## config.mk

```make
export PLATFORM = sky130hd
export DESIGN_NAME = rcnl_regs
export DESIGN_NICKNAME = d
export VERILOG_FILES = /design/src/design/rcnl_pkg.sv /design/src/design/rcnl_regs.sv
export SDC_FILE = /design/constraint.sdc
export NUM_CORES = 1
export LEC_CHECK = 0
export ABC_AREA = 1
export BUFFER_PORTS_ARGS = -buffer_cell sky130_fd_sc_hd__buf_4
export CELL_PAD_IN_SITES_DETAIL_PLACEMENT = 1
export CELL_PAD_IN_SITES_GLOBAL_PLACEMENT = 1
export CORE_MARGIN = 10
export CORE_UTILIZATION = 34
export DETAILED_ROUTE_END_ITERATION = 16
export GPL_TIMING_DRIVEN = 0
export PLACE_DENSITY_LB_ADDON = 0.1
export SLEW_MARGIN = 10
export SYNTH_ARGS = -nofsm -noshare
export SYNTH_HDL_FRONTEND = slang
export SYNTH_SLANG_ARGS = --single-unit
```

## constraint.sdc

```tcl
create_clock -name aclk -period 1.3 [get_ports aclk]
set_input_delay 0.13 -clock aclk [delete_from_list [all_inputs] [get_ports aclk]]
set_output_delay 0.13 -clock aclk [all_outputs]
set_load 0.01 [all_outputs]
```

## src/design/rcnl_pkg.sv

```systemverilog
// Shared types and constants for the reference curve nearest lookup block.
// Used by every module under design/ except rcnl_ram, and by the bench; depends on nothing else.

package rcnl_pkg;

    localparam int TABLE_DEPTH = 1024;
    localparam int IDX_W       = $clog2(TABLE_DEPTH);
    localparam int CNT_W       = IDX_W + 1;
    localparam int DATA_W      = 32;
    localparam int POS_SUM_W   = DATA_W + 1;
    localparam int ENTRY_W     = 2 * DATA_W;

    // fixed field widths of the stream payload and the APB address
    localparam int MODE_W      = 2;
    localparam int IN_INDEX_W  = 10;
    localparam int IN_COUNT_W  = 11;
    localparam int S_TDATA_W   = 120;
    localparam int M_TDATA_W   = 32;
    localparam int APB_ADDR_W  = 3;

    typedef enum logic [MODE_W-1:0] {
        MODE_LOAD       = 2'd0,
        MODE_SEAM_START = 2'd1,
        MODE_SEAM_END   = 2'd2,
        MODE_SAMPLE     = 2'd3
    } mode_t;

    localparam logic REG_POSITION_OFFSET = 1'b0;
    localparam logic REG_VALUE_OFFSET    = 1'b1;

    typedef struct packed {
        logic [DATA_W-1:0] position_offset;
        logic [DATA_W-1:0] value_offset;
    } rcnl_cfg_t;

    typedef struct packed {
        mode_t                 mode;
        logic [IN_INDEX_W-1:0] entry_index;
        logic [DATA_W-1:0]     entry_position;
        logic [DATA_W-1:0]     entry_value;
        logic [IN_COUNT_W-1:0] entry_count;
        logic [DATA_W-1:0]     frame_position;
    } rcnl_in_t;

    typedef struct packed {
        logic [DATA_W-1:0] ref_value;
        logic              rank_max;
    } rcnl_out_t;

endpackage

```

## src/design/rcnl_regs.sv

```systemverilog
// APB configuration registers: position offset and value offset.
// Depends on rcnl_pkg.

module rcnl_regs (
    input  logic                           aclk,
    input  logic                           aresetn,
    input  logic                           psel,
    input  logic                           penable,
    input  logic                           pwrite,
    input  logic [rcnl_pkg::APB_ADDR_W-1:0] paddr,
    input  logic [rcnl_pkg::DATA_W-1:0]     pwdata,
    output logic [rcnl_pkg::DATA_W-1:0]     prdata,
    output logic                           pready,
    output rcnl_pkg::rcnl_cfg_t            cfg
);

    import rcnl_pkg::*;

    logic [DATA_W-1:0] pos_off_reg;
    logic [DATA_W-1:0] val_off_reg;
    logic              reg_index;
    logic              wr_en;

    assign pready    = 1'b1;
    assign reg_index = paddr[2];
    assign wr_en     = psel && penable && pwrite && pready;

    always_ff @(posedge aclk) begin
        if (!aresetn) begin
            pos_off_reg <= '0;
            val_off_reg <= '0;
        end else if (wr_en) begin
            unique case (reg_index)
                REG_POSITION_OFFSET: pos_off_reg <= pwdata;
                REG_VALUE_OFFSET:    val_off_reg <= pwdata;
                default:             pos_off_reg <= pos_off_reg;
            endcase
        end
    end

    always_comb begin
        unique case (reg_index)
            REG_POSITION_OFFSET: prdata = pos_off_reg;
            REG_VALUE_OFFSET:    prdata = val_off_reg;
            default:             prdata = '0;
        endcase
    end

    assign cfg.position_offset = pos_off_reg;
    assign cfg.value_offset    = val_off_reg;

endmodule

```

* After elaboration in Yosys (flattened, before gate mapping)
Index checks and enable logic that the tools add are counted.
Storage, ports and cells: logic and storage cells 8, register bits after elaboration 64
Operators by class: reduce and logical (&&, ||, !) cells 4, bitwise gates (word level) 1, muxes and demuxes 1
Operator list (number):
- 32-bit one-hot mux with 2 select lines | 1
- 2-bit AND reduction | 2
- 1-bit logical AND | 2
- 1-bit NOT | 1

* Depth between registers and ports, before layout
Gate-level depths: netlist of the first run.
word-level depth 3, mapped depth 6, mapped depth without buffers 5

* Least setup slack after synthesis of the first run
Ideal clock, no wire load.
path kind input to register, start point in psel, end point reg val_off_reg[10], path slack 0.465 ns, buffers on the path 1, required time 1.187 ns, arrival 0.723 ns, setup time 0.113 ns, stages 6, path through nand2_1 nor2_4 buf_2 nand3_1 nand2_1 nor2_1
Between the ends: cells in the longest elaborated chain, start to end 3
RTL lines:
- from (decl) | line rcnl_regs.sv:7 | input logic psel,
- 1-bit logical AND (2 in series) | line rcnl_regs.sv:26 | assign wr_en = psel && penable && pwrite && pready;
- 2-bit AND reduction (no line)
- to (signal assigned) | line rcnl_regs.sv:35 | REG_VALUE_OFFSET: val_off_reg <= pwdata;
- to (decl) | line rcnl_regs.sv:20 | logic [DATA_W-1:0] val_off_reg;
Every way passes these cells. A chain may end at the register's enable or synchronous reset.

* Worst setup path after layout of the first run
start point in paddr[2] (netlist name), end point out prdata[22] (netlist name)
Between the ends: cells in the longest elaborated chain, start to end 2
RTL lines:
- from (decl) | line rcnl_regs.sv:10 | input logic [rcnl_pkg::APB_ADDR_W-1:0] paddr,
- 1-bit NOT
- 32-bit one-hot mux with 2 select lines (*) | line rcnl_regs.sv:42 | unique case (reg_index)
- to (decl) | line rcnl_regs.sv:12 | output logic [rcnl_pkg::DATA_W-1:0] prdata,
Mark *: on every way between the ends. The rest lies on a longest branch, timed or not.

==> results of run 1 <==
layer usage:
layer / part of all wire / routed length (µm) / track usage / up-vias
li1: - / - / - / 1770
met4: 0.010 / 120 / 0.0569 / 0
met3: 0.073 / 832 / 0.0516 / 8
met1: 0.44 / 5060 / 0.203 / 1590
met5: 0 / 0 / 0 / -
met2: 0.47 / 5420 / 0.288 / 97
cell usage in the layout, fill, tap and decap left out, drive strengths merged:
| cell | instances |
|---|---|
| nor2 | 131 |
| conb | 1 |
| inv | 34 |
| nand3 | 65 |
| clkinv | 4 |
| buf | 165 |
| dfxtp | 64 |
| clkbuf | 12 |
| nand2 | 161 |
per-stage QoR:
step	area [µm²]	worst slack, ns	hold slack, ns	cells
final	4380	0.111	0.112	745
after global routing	4380	0.0109	0.141	745
after CTS	4380	0.0916	0.0998	745
after detailed placement	4210	0.0935	0.469	730
after global placement	4210	0.117	0.455	730
after floorplan	3080	0.465	0.319	490
power by group through the flow:
stage	registers [µW]	clock network (µW)	logic (µW)
2_1_floorplan	2150	0	359
3_3_place_gp	2130	0	737
3_5_place_dp	2130	0	758
4_1_cts	2090	1580	760
5_1_grt	2100	1660	836
6_report	2090	1550	743
cells in the mapped netlist:
library cell | number | area, µm²
inv_1 | 32 | 120
nand3_1 | 64 | 320
nor2_1 | 128 | 480
buf_2 | 12 | 60.1
nand3_2 | 1 | 10.0
conb_1 | 1 | 3.75
buf_1 | 5 | 18.8
nand2_1 | 161 | 604
buf_4 | 12 | 90.1
clkbuf_1 | 1 | 3.75
inv_2 | 2 | 7.51
dfxtp_1 | 64 | 1280
buf_6 | 4 | 45.0
nor2_4 | 3 | 33.8
path summary, 6_finish.rpt:
path                                      from                      endpoint  slack [ns]
setup / recovery                      paddr[2]                    prdata[22]        0.11
setup reg to reg  val_off_reg[22]$_SDFFE_PN0P_  val_off_reg[22]$_SDFFE_PN0P_        0.68
hold / removal                        paddr[2]  pos_off_reg[26]$_SDFFE_PN0P_        0.11
hold reg to reg   pos_off_reg[12]$_SDFFE_PN0P_  pos_off_reg[12]$_SDFFE_PN0P_        0.51
area by class of cell:
cell class,instances,area [µm²],area share
Multi-Input combinational cell,358,1450,0.332
Sequential cell,64,1280,0.293
Timing Repair Buffer,132,991,0.226
Buffer,34,218,0.0497
Clock buffer,11,151,0.0346
Tap cell,108,135,0.0309
Inverter,34,128,0.0292
Clock inverter,4,20.0,0.00457
kinds of logic after synthesis:
kind of cell | synth area share
buf+inv | 0.112
flops | 0.416
other cells | 0.00122
simple gates | 0.471
worst register-to-register path, stage by stage, from the launching register on:
cell and delay [ns]:
dfxtp_1 0.34, nor2_1 0.12, nor2_1 0.06
==> impl_results.md, run 1 <==
- Outcome: complete, no violations
- RSZ-0062 raised after global routing: no
- Setup Fix Bufs, Post-CTS: 0
- Worst-Skew Late Latency: 0.33 ns
- Crit-path leading delay family: buffers and inverters
- Hold depth: 4
- CTS Hold Bufs: 0
- Post_cts resized: 0
- Final Cycle Share: 0.915
- WL final: 11.4 mm
- Sequential-to-total area share from yosys stat: 0.416
- Detailed placement HPWL: 8.90 mm
- DIE AREA: 13300 µm²
- Final Slew Violations: 0
- Syn-to-layout area delta: 42.1%
- PortBufs: 132
- Final Hold Vio Count: 0
- Hold crit path type: in2reg
- First-pass GRT wire length: 18.5 mm
- Mapped Cells: 490
- Leakage power: 0.00234 µW
- Int Pwr: 3140 µW
- Tmin final: 1.19 ns
- Initial antenna violation count: 0
- Cell depth of the worst setup path: 6
- Max-cap violations: 0
- Number of clock sinks: 64
- Chip height: 115 µm
- Design Power: 4380 µW
- Sw Share: 0.284
- Sequential share of power: 0.476
- Core box area: 8760 µm²
- Chip Width: 115 µm
- Count of cell types in the netlist: 14
- Wire length per cell: 15.3 µm
- Clock-pin slew on the worst setup and hold paths: 0.07 ns
- Syn Nets: 530
- Final nets: 673
- Filler cells: 1196
- Crit Path Class: in2out
- Logic pwr share: 0.170
- DRT Pass-1 Iters: 4
- Worst IR Drop VDD: 0.000434 V
- Vias in the first global route: 3752
- Setup TNS: 0 ns
- Finished Core Util: 0.499
- CP max stage cell: buf_2
- Num CTS Buffers: 9
- Max H-tree Level: 3
- Yosys warns: 0
- CTS tree: built
- Worst-path fanout max: 10
- Vias per cell: 4.65
- Remaining Overflow, GRT: 0
- CP Data Required Time: 1.17 ns
- Crit path buffers/inverters: 4
- Routed vias: 3465
- Clock Power Share: 0.354
- Layout cells sized above 1: 0.284
- CP max stage delay: 0.29 ns
- Final setup violation count: 0
- Mapped Area: 3080 µm²
- Clock Path Buffers: 2
- Worst-Margin Slew: 0.528 ns
- Worst R2R Path Depth: 2
- PwrDens: 1000 nW/µm²
- Worst-path cell chain: buf_4, buf_2, buf_2, nand2_1, nand2_1, buf_4
- CP Capture Type: output pin
- Initial Util: 0.351
- Fmax: 0.841 GHz
- IO Pins: 137
- Syn Area/Cell: 6.28 µm²
- RePlAce Congestion: 0.766
- Antenna-violating nets left: 0
- Synth Register Bits: 64
- Setup Skew: 0 ns
- Switch Pwr: 1240 µW
- Pin count of the biggest net entering global routing: 11
- GRT Util Overall: 0.171
- Cell Rows: 34
- Diodes inserted: 0
- Critical path startpoint category: input port
- DRT iter0 DRCs: 101
- # DRC: 0
- Arrival time at the worst endpoint: 1.06 ns
- Slew margin rel.: 0.648
- CTS root buf: clkbuf_8
Note: power is estimated with default switching activity, not from simulation.
==> run 2, diff against run 1 <==
--- a/config.mk
+++ b/config.mk
@@ -10,7 +10,7 @@
 export CELL_PAD_IN_SITES_DETAIL_PLACEMENT = 1
 export CELL_PAD_IN_SITES_GLOBAL_PLACEMENT = 1
 export CORE_MARGIN = 10
-export CORE_UTILIZATION = 34
+export CORE_UTILIZATION = 31
 export DETAILED_ROUTE_END_ITERATION = 16
 export GPL_TIMING_DRIVEN = 0
 export PLACE_DENSITY_LB_ADDON = 0.1
==> constraint.sdc (replaced) <==
create_clock -name aclk -period 1.22 [get_ports aclk]
set_input_delay 0.122 -clock aclk [delete_from_list [all_inputs] [get_ports aclk]]
set_output_delay 0.122 -clock aclk [all_outputs]
set_load 0.01 [all_outputs]
==> run 2 against run 1 <==
  * Utilization shrank 4.5 points
  * Sequential power is 6% higher
  * Wire length is 4.0% higher
  * Final area up 1.1%
  * Largest power group unchanged
  * Cell count increased by 3.5%
  * Combinational power grew 7.9%
  * Sequential share of layout area shrank 0.31 points
  * Die area up 8.0%
==> impl_results.md, run 2 (synthesized netlist as in run 1, its figures left out) <==
- Clock Path Buffers: 2
- Diodes inserted: 0
- Routed vias: 3534
- Antenna-violating nets left: 0
- Arrival time at the worst endpoint: 1.02 ns
- PwrDens: 1090 nW/µm²
- PortBufs: 132
- Worst hold start: pwdata[1]
- Worst R2R Path Depth: 2
- Wire length per cell: 15.4 µm
- Layout cells sized above 1: 0.281
- GRT Util Overall: 0.166
- WL final: 11.9 mm
- RSZ-0062 raised after global routing: yes
- Core box area: 9730 µm²
- Hold depth: 5
- Fmax: 0.874 GHz
- Final Slew Violations: 0
- R2R setup slack: 0.59 ns
- Final Cycle Share: 0.937
- Slew margin rel.: 0.650
- Pre-CTS WS: 0.0102 ns
- Max H-tree Level: 3
- Cell Rows: 36
- Outcome: complete, no violations
- IO Pins: 137
- CTS tree: built
- Number of clock sinks: 64
- CTS Hold Bufs: 0
- Final Hold Vio Count: 0
- Commonest non-fill, non-tap cells in the layout: nand2_1, buf_4, nor2_1, nand3_1, dfxtp_1
- Critical path startpoint category: input port
- Setup Skew: 0 ns
- Finished Core Util: 0.455
- Worst-Skew Late Latency: 0.34 ns
- Final setup violation count: 0
- Clock-pin slew on the worst setup and hold paths: 0.07 ns
- R2r endpoint: val_off_reg[5]$_SDFFE_PN0P_
- Chip height: 120 µm
- Worst-Margin Slew: 0.525 ns
- Hold endpoint: val_off_reg[1]$_SDFFE_PN0P_
- Most common cell after layout, fill and taps aside: nand2_1
- DRT Pass-1 Iters: 4
- Hold crit path type: in2reg
- # DRC: 0
- CP Data Required Time: 1.10 ns
- Initial Util: 0.316
- Remaining Overflow, GRT: 0
- DRT iter0 DRCs: 92
- Vias per cell: 4.58
- Syn-to-layout area delta: 43.7%
- Initial antenna violation count: 0
- R2R Path Start: val_off_reg[5]$_SDFFE_PN0P_
- CP Capture Type: output pin
- Pin count of the biggest net entering global routing: 11
- Final nets: 673
- Detailed placement HPWL: 9.25 mm
- Vias in the first global route: 3695
- Worst IR Drop VDD: 0.000425 V
- CTS root buf: clkbuf_8
- Worst-path fanout max: 10
- Layout Cells excl Fill: 771
- Num CTS Buffers: 9
- PnR worst setup slack: 0.0763 ns
- First-pass GRT wire length: 19.2 mm
- Setup TNS: 0 ns
- RePlAce Congestion: 0.799
- Crit Path Class: in2out
- Leakage power: 0.00234 µW
- Max-cap violations: 0
- Tmin final: 1.14 ns
- DP Cell Count: 755
- DIE AREA: 14300 µm²
- Chip Width: 120 µm
[run 2: area by class of cell]
type | count | area, µm²
Tap cell | 133 | 166
Clock inverter | 4 | 45.0
Clock buffer | 12 | 135
Sequential cell | 64 | 1280
Buffer | 34 | 225
Fill cell | 1357 | 5310
Inverter | 34 | 128
Timing Repair Buffer | 132 | 991
Multi-Input combinational cell | 358 | 1450
[run 2: worst max-delay path, cell delays in order]
cell and delay (ns):
buf_4 0.13, inv_2 0.08, buf_6 0.15, buf_2 0.26
nand2_1 0.08, nand2_1 0.08, buf_4 0.12
[run 2: what timing repair did]
action                     4_1_cts  5_1_grt
resized for setup                0        3
setup endpoints to repair        0       12
setup buffers                    0        0
[run 2: worst max-delay path by stage]
stage | endpoint | cells past startpoint | from | slack [ns]
2_1_floorplan | val_off_reg[10]$_SDFFE_PN0P_ | 6 | psel | 0.39
3_3_place_gp | prdata[5] | 6 | paddr[2] | 0.05
3_5_place_dp | prdata[3] | 6 | paddr[2] | 0.01
4_1_cts | prdata[3] | 6 | paddr[2] | 0.007
5_1_grt | prdata[5] | 7 | paddr[2] | -0.01
6_report | prdata[3] | 7 | paddr[2] | 0.08
[run 2: layer usage]
metal / GRT usage / share of wire
met5: 0 / 0
met3: 0.0497 / 0.059
met4: 0.0505 / 0.011
met1: 0.193 / 0.43
met2: 0.286 / 0.50
[run 2: report_power, final]
part           switching (µW)  leakage, µW  internal [µW]  total, µW
clock                     839    0.0000941            936       1770
sequential               60.7     0.000520           2160       2220
combinational             442      0.00173            360        802
total                    1340      0.00234           3460       4800
[run 2: metrics by stage]
step                hold WS [ns]  cell area (µm²)  total power (µW)
finish                     0.106             4420              4800
global route               0.105             4420              5050
CTS                       0.0921             4420              4860
detailed placement         0.465             4240              3090
global placement           0.447             4240              3060
floorplan                  0.311             3080              2670
==> run 3, diff against run 2 <==
--- a/config.mk
+++ b/config.mk
@@ -6,12 +6,12 @@
 export NUM_CORES = 1
 export LEC_CHECK = 0
 export ABC_AREA = 1
-export BUFFER_PORTS_ARGS = -buffer_cell sky130_fd_sc_hd__buf_4
 export CELL_PAD_IN_SITES_DETAIL_PLACEMENT = 1
 export CELL_PAD_IN_SITES_GLOBAL_PLACEMENT = 1
 export CORE_MARGIN = 10
-export CORE_UTILIZATION = 31
+export CORE_UTILIZATION = 41
 export DETAILED_ROUTE_END_ITERATION = 16
+export DONT_BUFFER_PORTS = 1
 export GPL_TIMING_DRIVEN = 0
 export PLACE_DENSITY_LB_ADDON = 0.1
 export SLEW_MARGIN = 10
==> run 3 against run 2 <==
  * Sequential share of layout area is 8.6 points higher
  * Via count is 14% lower
  * Total power down 3.5%
  * Critical endpoint is now prdata[16]
  * Largest cell class unchanged
==> impl_results.md, run 3 (synthesized netlist as in run 1, its figures left out) <==
- DRT iter0 DRCs: 124
- Wire length per cell: 17.0 µm
- Crit Path Class: reg2out
- First-pass GRT wire length: 16.8 mm
- Final setup violation count: 0
- Outcome: complete, no violations
- Final Cycle Share: 0.914
- Vias per cell: 5.01
- Leakage power: 0.00166 µW
- CTS Hold Bufs: 1
- DP Cell Count: 589
- Pin count of the biggest net entering global routing: 11
- Remaining Overflow, GRT: 0
- Setup TNS: 0 ns
- Worst IR Drop VDD: 0.000717 V
- Worst-path cell chain: nand2_1, nand2_1
- Clock Path Buffers: 2
- Layout Cells excl Fill: 606
- Max H-tree Level: 3
- RePlAce Congestion: 0.777
- R2R setup slack: 0.53 ns
- Worst-Skew Late Latency: 0.33 ns
- Initial Util: 0.422
- Vias in the first global route: 3152
- Most common cell after layout, fill and taps aside: nand2_1
- PortBufs: 0
- Cell Rows: 31
- PnR worst setup slack: 0.105 ns
- Routed vias: 3037
- Final nets: 542
- Num CTS Buffers: 9
- Crit path top cell by count: nand2_1
- Antenna-violating nets left: 0
- Syn-to-layout area delta: 10.8%
- Critical path startpoint category: register
- CP Capture Type: output pin
- IO Pins: 137
- CP max stage cell: dfxtp_1
- Detailed placement HPWL: 7.99 mm
- CTS tree: built
- Pre-CTS WS: 0.146 ns
- Chip height: 107 µm
- Chip Width: 107 µm
- Max-cap violations: 0
- Final Slew Violations: 0
- Post_cts resized: 0
- GRT Util Overall: 0.183
- WL final: 10.3 mm
- CP max stage delay: 0.45 ns
- Arrival time at the worst endpoint: 0.99 ns
- Core box area: 7290 µm²
- Final Hold Vio Count: 0
- CTS root buf: clkbuf_8
- PwrDens: 1360 nW/µm²
- Setup Fix Bufs, Post-CTS: 0
- DIE AREA: 11400 µm²
- Diodes inserted: 0
- Setup Skew: 0 ns
- Filler cells: 1025
- Layout cells sized above 1: 0.0947
- Initial antenna violation count: 0
- DRT Pass-1 Iters: 4
- CP Data Required Time: 1.10 ns
- Tmin final: 1.12 ns
- Worst-path fanout max: 3
- Number of clock sinks: 64
- RSZ-0062 raised after global routing: no
- # DRC: 0
- Fmax: 0.896 GHz
- Commonest non-fill, non-tap cells in the layout: nand2_1, nor2_1, nand3_1, dfxtp_1, inv_1
- Hold crit path type: in2reg
- Clock-pin slew on the worst setup and hold paths: 0.07 ns
-- run 3: cell count changes in the layout (fill, tap and decap cells not counted) --
cell and change:
clkinv_2 -1, dlygate4sd3_1 +1, buf_2 +3, clkbuf_8 +2, clkbuf_1 -1, clkbuf_4 -3, buf_4 -132
-- run 3: worst paths after layout --
kind / depth (start not counted) / endpoint / startpoint
worst max-delay path: 2 / prdata[16] / val_off_reg[16]$_SDFFE_PN0P_
worst min-delay path: 4 / val_off_reg[26]$_SDFFE_PN0P_ / pwdata[26]
worst max register to register: 2 / val_off_reg[30]$_SDFFE_PN0P_ / val_off_reg[30]$_SDFFE_PN0P_
worst min register to register: 2 / val_off_reg[14]$_SDFFE_PN0P_ / val_off_reg[14]$_SDFFE_PN0P_
-- run 3: power by group --
| part | total [µW] | switching (µW) | leakage [µW] | internal [µW] |
|---|---|---|---|---|
| sequential | 2270 | 108 | 0.000520 | 2160 |
| clock | 1870 | 816 | 0.000103 | 1050 |
| combinational | 494 | 335 | 0.00104 | 159 |
-- run 3: layout make-up --
| cell class | instances | area (µm²) | area share |
|---|---|---|---|
| plain buffers | 34 | 218 | 0.0638 |
| well taps | 99 | 124 | 0.0363 |
| repair buffers | 1 | 10.0 | 0.00293 |
| clock buffers | 13 | 159 | 0.0466 |
| clock inverters | 3 | 40.0 | 0.0117 |
| inverters | 34 | 128 | 0.0374 |
| multi-input cells | 358 | 1450 | 0.426 |
| flip-flops and latches | 64 | 1280 | 0.376 |
-- run 3: routing by layer --
layer | routed length (µm) | global-route usage
met1 | 4320 | 0.215
met2 | 4900 | 0.300
met3 | 972 | 0.0665
met4 | 131 | 0.0619
met5 | 0 | 0
-- run 3: worst max-delay path, delay by kind of cell (launching register included) --
| kind | cells | cell delay (ns) |
|---|---|---|
| simple gates | 2 | 0.22 |
| flops | 1 | 0.45 |
-- run 3: through the flow --
stage	utilization	power [µW]	hold WS [ns]	cell area, µm²
final	0.468	4630	0.0250	3410
after global routing	0.468	4870	0.0329	3410
after CTS	0.468	4690	0.0126	3410
after detailed placement	0.439	2820	0.336	3200
after global placement	0.439	2800	0.329	3200
after floorplan	-	2670	0.311	3080
